<file path="config.mk">
export PLATFORM = sky130hd
export DESIGN_NAME = fdrdq_ram
export DESIGN_NICKNAME = d
export VERILOG_FILES = /design/src/rtl/fdrdq_ram.sv
export SDC_FILE = /design/constraint.sdc
export NUM_CORES = 1
export LEC_CHECK = 0
export ABC_CLOCK_PERIOD_IN_PS = 8700
export BUFFER_PORTS_ARGS = -buffer_cell sky130_fd_sc_hd__buf_4
export CORE_MARGIN = 3
export CORE_UTILIZATION = 66
export CTS_CLUSTER_SIZE = 30
export DETAILED_ROUTE_END_ITERATION = 16
export PLACE_DENSITY = 0.93
export REMOVE_ABC_BUFFERS = 1
export SLEW_MARGIN = 10
export SYNTH_ARGS = -nofsm -noshare
export SYNTH_HDL_FRONTEND = slang
export SYNTH_SLANG_ARGS = --single-unit
export TNS_END_PERCENT = 100
</file>
<file path="constraint.sdc">
create_clock -name i_clk -period 8.7 [get_ports i_clk]
set_clock_uncertainty 0.05 [all_clocks]
set_input_delay 2.61 -clock i_clk [delete_from_list [all_inputs] [get_ports i_clk]]
set_output_delay 2.61 -clock i_clk [all_outputs]
set_load 0.05 [all_outputs]
</file>
<file path="src/rtl/fdrdq_ram.sv">
// ----------------------------------------------------------------------------
// fdrdq_ram
// Simple dual-port RAM: one write port, one read port with registered data.
// ----------------------------------------------------------------------------
`default_nettype none

module fdrdq_ram #(
    parameter int WIDTH = 8,
    parameter int DEPTH = 32,
    localparam int AW   = $clog2(DEPTH)
) (
    input  wire logic             i_clk,
    input  wire logic             i_we,
    input  wire logic [AW-1:0]    i_waddr,
    input  wire logic [WIDTH-1:0] i_wdata,
    input  wire logic             i_re,
    input  wire logic [AW-1:0]    i_raddr,
    output logic      [WIDTH-1:0] o_rdata
);

    logic [WIDTH-1:0] r_mem [DEPTH];
    logic [WIDTH-1:0] r_rdata;

    always_ff @(posedge i_clk) begin
        if (i_we) begin
            r_mem[i_waddr] <= i_wdata;
        end
        if (i_re) begin
            r_rdata <= r_mem[i_raddr];
        end
    end

    assign o_rdata = r_rdata;

endmodule

`default_nettype wire

</file>
==> results of run 1 <==
==> layer usage <==
metal	up-vias	wire, µm	track usage
met5	-	0	0
met4	0	563	0.0733
met3	46	2410	0.0364
met2	432	10300	0.422
met1	2473	8370	0.428
li1	1854	-	-
==> final cells by class <==
class                   count  share of cell area
flip-flops and latches    264               0.702
multi-input cells         133               0.186
clock buffers              29              0.0567
well taps                 184              0.0204
repair buffers             29              0.0193
clock inverters            16              0.0158
==> through the flow <==
| stage | instance area, µm² | setup slack [ps] | util | hold WS [ps] |
|---|---|---|---|---|
| finish | 11300 | 3630 | 0.766 | 969 |
| global route | 11300 | 3450 | 0.766 | 989 |
| CTS | 11300 | 3590 | 0.766 | 972 |
| detailed placement | 10500 | 3080 | 0.710 | 928 |
| global placement | 10500 | 3110 | 0.710 | 910 |
| floorplan | 10000 | 4610 | - | 890 |
==> sequential cells by signal, indices dropped and copies added, names as in the netlist <==
name / cells
r_mem: 256
o_rdata: 8
==> worst max-delay path, stage by stage <==
cell	delay, ps
buf_4	510
buf_4	650
mux4_2	640
mux4_2	530
mux2_2	290
==> cell usage in the layout, fill, tap and decap left out, drive strengths merged <==
cell type  synthesis  routed
nand2              1       1
or3b               3       3
edfxtp           264     264
mux4              80      80
bufinv             0       4
nand3b             5       5
buf               14      29
mux2               8       8
clkinv             0      10
or3                1       1
nand3              2       2
clkbuf             6      29
clkinvlp           0       2
nor2              33      33
==> final timing paths <==
kind                                             start  cells past startpoint                    to
worst max-delay path                        i_raddr[0]                      5  o_rdata[0]$_DFFE_PP_
worst min-delay path            r_mem[22][1]$_DFFE_PP_                      3  o_rdata[1]$_DFFE_PP_
worst max register to register  r_mem[31][1]$_DFFE_PP_                      3  o_rdata[1]$_DFFE_PP_
worst min register to register  r_mem[22][1]$_DFFE_PP_                      3  o_rdata[1]$_DFFE_PP_
==> cell families after synthesis <==
family	after synthesis	synth area share
simple gates	45	0.0205
flops	264	0.782
mux	88	0.187
buf+inv	20	0.0105
==> report_power, final <==
group | switching, mW | total [mW] | internal, mW
Clock | 0.457 | 1.10 | 0.645
Combinational | 0.0868 | 0.146 | 0.0591
Sequential | 0.00700 | 1.43 | 1.42
==> summary.md, run 1 <==
| Metric | Value |
|---|---|
| Top cell type's share of synthesized area | 0.782 |
| Reg-to-reg slack, setup | between 6000 and 7000 ps |
| Share of cells above drive strength 1 | 0.331 |
| Net count, final | 474 |
| Area growth, synth to finish | 11.5% |
| Non-Filler Instances | approximately 660 |
| Prevailing post-synth register cell | edfxtp_1 |
| Top post-synthesis cells by count | 264 x edfxtp_1, 80 x mux4_2, 33 x nor2_1 |
| Worst VDD drop | 0.000189 V |
| Routed WL per cell | around 33 µm |
| Crit path DAT | 5280 ps |
| Netlist cell types | 14 |
| Mapped Cells | 417 |
| Pwr Total | 2.67 mW |
| Clock tree from TritonCTS | done |
| Total GRT Usage | 0.272 |
| Chip height | 130 µm |
| Row count | 44 |
| Minimum clock period | around 5100 ps |
| Yosys top cell by area | edfxtp_1 |
| # resized after CTS | 0 |
| Multi-input gate area | 0.00210 mm² |
| DRT iter0 DRCs | ~800 |
| Ports | 29 |
| Max-slew violations | 0 |
| Crit start category | input pin |
| Max_cap viols | 0 |
| Hold_buf cts | 0 |
| Inst Count DP | 610 |
| Ant diodes | 0 |
| Antenna violations before repair | 0 |
| Via/cell ratio | 7.34 |
| Critical Path RT | between 8000 and 9000 ps |
| Htree depth | 1 |
| Crit Path Class | input pin to flip-flop |
| First-pass DRT Iterations | 5 |
| Core Region | 0.0148 mm² |
| Vias in the first global route | 4769 |
| Maximum buffer depth of the clock tree | 3 |
| Post-Route WL | 21700 µm |
| CTS Buf Count | 25 |
| Global route total overflow | 0 |
| Detail Route Antenna Nets | 0 |
| Post-Syn Area | 0.0101 mm² |
| Root Driver | clkbuf_16 |
| Relative slew slack | 0.387 |
| Fmax | 197 MHz |
| Tcrit/Tclk final | 0.583 |
| Async set-or-reset flop fraction in the synthesized netlist | 0 |
| Remaining routing DRC violations | 0 |
| Fillcell total | 709 |
| Most frequent cell after synthesis | edfxtp_1 |
| #FFs+latches synth | 264 |
| Vias | a little under 5k |
| Number of synthesized flops with an enable pin | 264 |
| RSZ-0062 raised after global routing | no |
| Least-Margin Pin Slew | 919 ps |
| Worst Setup End Kind | flip-flop |
| Final setup vio count | 0 |
| CP max FO | 33 |
| Pwr/cell area | 237 mW/mm² |
| Leak Pwr | 3.51 nW |
| Global-route wire length before repair | 32400 µm |
| Clock transition at path regs | 70 ps |
| Initial core utilization | 0.687 |
| Run status | complete, no violations |
| Reg area | a little under 0.008 mm² |
| Final HPWL DP | 12300 µm |
| Synth warn | 0 |
| Worst-Skew Late Latency | 520 ps |
| Largest net degree at the start of global routing | 65 |
| Input/output buffers | 28 |
| Setup repair bufs after CTS | 0 |
| Largest cells by area after synthesis | edfxtp_1 78%, mux4_2 18%, nor2_1 1.2% |
| Hold Path Class | flip-flop to flip-flop |
| GP Congestion | 0.841 |
| Final Hold Violating Endpoints | 0 |
| Die area | 0.0169 mm² |
| Syn Area/Cell | 24.3 µm² |
| CTS Sinks | ~260 |
| Setup_tns | 0 ps |
| Sequential element share of the synthesized area | 0.782 |
| Die Wd | between 100 and 150 µm |
(Power assumes the default switching activity.)
==> inputs of run 2 (changes only) <==
ABC_AREA = 1   (was unset)
ABC_CLOCK_PERIOD_IN_PS = 4600   (was 8700)
CORE_UTILIZATION = 56   (was 66)
PLACE_DENSITY = 0.85   (was 0.93)
clock period = 4.6 ns   (was 8.7 ns; I/O delays follow)
==> summary.md, run 2 <==
| Metric | Value |
|---|---|
| Run status | complete, no violations |
| #FFs+latches synth | 264 (unchanged) |
| Root Driver | clkbuf_16 |
| Cell Chain, Critical Path | buf_4 > inv_1 > nand3_1 > nand2_1 > nand2_1 > nand2_1 > nand2_1 > nand2_1 |
| DRT iter0 DRCs | 1101 (+34%) |
| Worst path slowest cell | inv_1 |
| Share of cells above drive strength 1 | 0.0738 (-0.257) |
| Post-Route WL | 23400 µm (+7.7%) |
| Final HPWL DP | 13600 µm (+11%) |
| Worst-Skew Late Latency | 520 ps (about the same) |
| Row count | 50 (+14%) |
| Largest cells by area after synthesis | edfxtp_1 73%, nand2_1 12%, nand3_1 9.4% |
| Total GRT Usage | 0.221 (-0.0516) |
| Remaining routing DRC violations | 0 (unchanged) |
| Hold WS | 825 ps (-144 ps) |
| Ports | 29 (unchanged) |
| Place WS | 1320 ps (-1760 ps) |
| Largest Register | r_mem |
| Final setup vio count | 0 (unchanged) |
| CP bufs+invs | 2 (unchanged) |
| Setup repair bufs after CTS | 0 (unchanged) |
| RSZ-0062 raised after global routing | no |
| First-pass DRT Iterations | 6 (+1) |
| Relative slew slack | 0.245 (-0.142) |
| Global-route wire length before repair | 37200 µm (+15%) |
| Netlist cell types | 11 (-3) |
| Minimum clock period | between 2000 and 3000 ps |
| Least-Margin Pin Slew | 1130 ps (+212 ps) |
| Sequential element share of the synthesized area | 0.730 (-0.0528) |
| Fmax | 353 MHz |
| Vias | 6997 (+46%) |
| Commonest cells after routing, fill and taps aside | 360 x nand2_1, 264 x edfxtp_1, 204 x nand3_1 |
| Input/output buffers | 28 (unchanged) |
| Clock tree from TritonCTS | done |
| Detail Route Antenna Nets | 0 (unchanged) |
| Global route total overflow | 0 (unchanged) |
| Synth warn | 0 (unchanged) |
| CP max FO | 33 (unchanged) |
| Clock transition at path regs | 70 ps (about the same) |
| Die area | 0.0211 mm² (+25%) |
| Chip height | 145 µm (+12%) |
| Antenna violations before repair | 0 (unchanged) |
| Die Wd | 145 µm (+12%) |
| Top cell type's share of synthesized area | 0.730 (-0.0528) |
| Most frequent cell after synthesis | nand2_1 |
| # resized after CTS | 0 (unchanged) |
| Most used cell, CP | nand2_1 |
| Worst Setup End Kind | flip-flop |
| CTS Sinks | 264 (unchanged) |
| Prevailing post-synth register cell | edfxtp_1 |
| Pwr Total | 4.88 mW (+83%) |
| Final Hold Violating Endpoints | 0 (unchanged) |
| Multi-input gate area | 0.00249 mm² (+19%) |
| Largest net degree at the start of global routing | 129 (+98%) |
| Ant diodes | 0 (unchanged) |
| Top post-synthesis cells by count | 360 x nand2_1, 264 x edfxtp_1, 204 x nand3_1 |
| Core Region | 0.0189 mm² (+28%) |
| Hold Path Class | flip-flop to flip-flop |
| Worst VDD drop | 0.000251 V (+33%) |
| Reg area | 0.00793 mm² (unchanged) |
| Max reg flops | 256 (unchanged) |
| Max incr delay on CP | 610 ps (-40 ps) |
| Final setup margin | 1770 ps (-1860 ps) |
| Hold_buf cts | 0 (unchanged) |
| Crit-path leading delay family | buffers and inverters |
| Leak Pwr | 4.31 nW (+23%) |
| Syn Area/Cell | 11.8 µm² (-51%) |
| Max_cap viols | 0 (unchanged) |
| Vias in the first global route | 6852 (+44%) |
| Initial core utilization | 0.575 (-0.112) |
| Via/cell ratio | 5.79 (-21%) |
| Maximum buffer depth of the clock tree | 3 (unchanged) |
| Net count, final | 954 (+100%) |
| Crit start category | input pin |
| Yosys top cell by area | edfxtp_1 |
| Pwr/cell area | 413 mW/mm² (+75%) |
| Setup_tns | 0 ps (unchanged) |
| CTS Buf Count | 25 (unchanged) |
| Area growth, synth to finish | 8.68% |
| Critical Path RT | 4820 ps (-4090 ps) |
| Post-Syn Area | 0.0109 mm² (+7.2%) |
| Final Cell Area | 0.0118 mm² (+4.6%) |
| Placed Area | 0.0111 mm² (+5.8%) |
| Crit Path Class | input pin to flip-flop |
| Htree depth | 1 (unchanged) |
| Mapped Cells | 922 (+120%) |
| Tcrit/Tclk final | 0.616 |
| Number of synthesized flops with an enable pin | 264 (unchanged) |
| Crit path DAT | 3050 ps (-2230 ps) |
| Routed WL per cell | 19.3 µm (-42%) |
| Most common cell after layout, fill and taps aside | nand2_1 |
| GP Congestion | 0.835 (-0.67%) |
| Async set-or-reset flop fraction in the synthesized netlist | 0 (unchanged) |
| Fillcell total | 1419 (+100%) |
| Max-slew violations | 0 (unchanged) |
run 2: logic make-up (layout without fill, tap and decap cells):
logic type / after synthesis / in the layout / share of synthesized area
buffers and inverters: 62 / 88 / 0.0411
DFF: 264 / 264 / 0.730
and+or+nand+nor: 596 / 596 / 0.229
run 2: metal layers:
metal | routed length, µm | vias to the layer above | track usage
met1 | 9530 | 3323 | 0.321
met4 | 359 | 0 | 0.0503
li1 | - | 3220 | -
met3 | 2690 | 41 | 0.0462
met2 | 10800 | 413 | 0.351
met5 | 0 | - | 0
run 2: path summary, 6_finish.rpt:
kind | start | endpoint | slack, ps | depth (start not counted)
hold reg to reg | r_mem[10][4]$_DFFE_PP_ | o_rdata[4]$_DFFE_PP_ | 820 | 8
setup reg to reg | r_mem[9][0]$_DFFE_PP_ | o_rdata[0]$_DFFE_PP_ | 3220 | 8
hold / removal | r_mem[10][4]$_DFFE_PP_ | o_rdata[4]$_DFFE_PP_ | 820 | 8
setup / recovery | i_raddr[2] | o_rdata[7]$_DFFE_PP_ | 1770 | 8
run 2: power by group:
group | total [mW] | internal [mW] | switching, mW
clock | 1.86 | 1.04 | 0.814
sequential | 2.69 | 2.68 | 0.0109
combinational | 0.329 | 0.0851 | 0.244
total | 4.88 | 3.81 | 1.07
run 2: per-stage QoR:
step           instances  utilization
2_1_floorplan        870            -
3_3_place_gp        1166        0.586
3_5_place_dp        1166        0.586
4_1_cts             1208        0.625
5_1_grt             1208        0.625
6_report            1208        0.625
run 2: final cells by class:
type | count | area share
well taps | 260 | 0.0275
repair buffers | 36 | 0.0250
clock buffers | 29 | 0.0542
flip-flops and latches | 264 | 0.671
clock inverters | 13 | 0.00763
multi-input cells | 596 | 0.211
inverters | 10 | 0.00328
run 2: worst min-delay path, stage by stage (launching register included):
cell and delay [ps]:
edfxtp_1 310, nand2_1 50, nand3_1 60, nand3_1 60
nand2_1 70, nand2_1 50, nand2_1 60, nand2_1 50
nand2_1 70
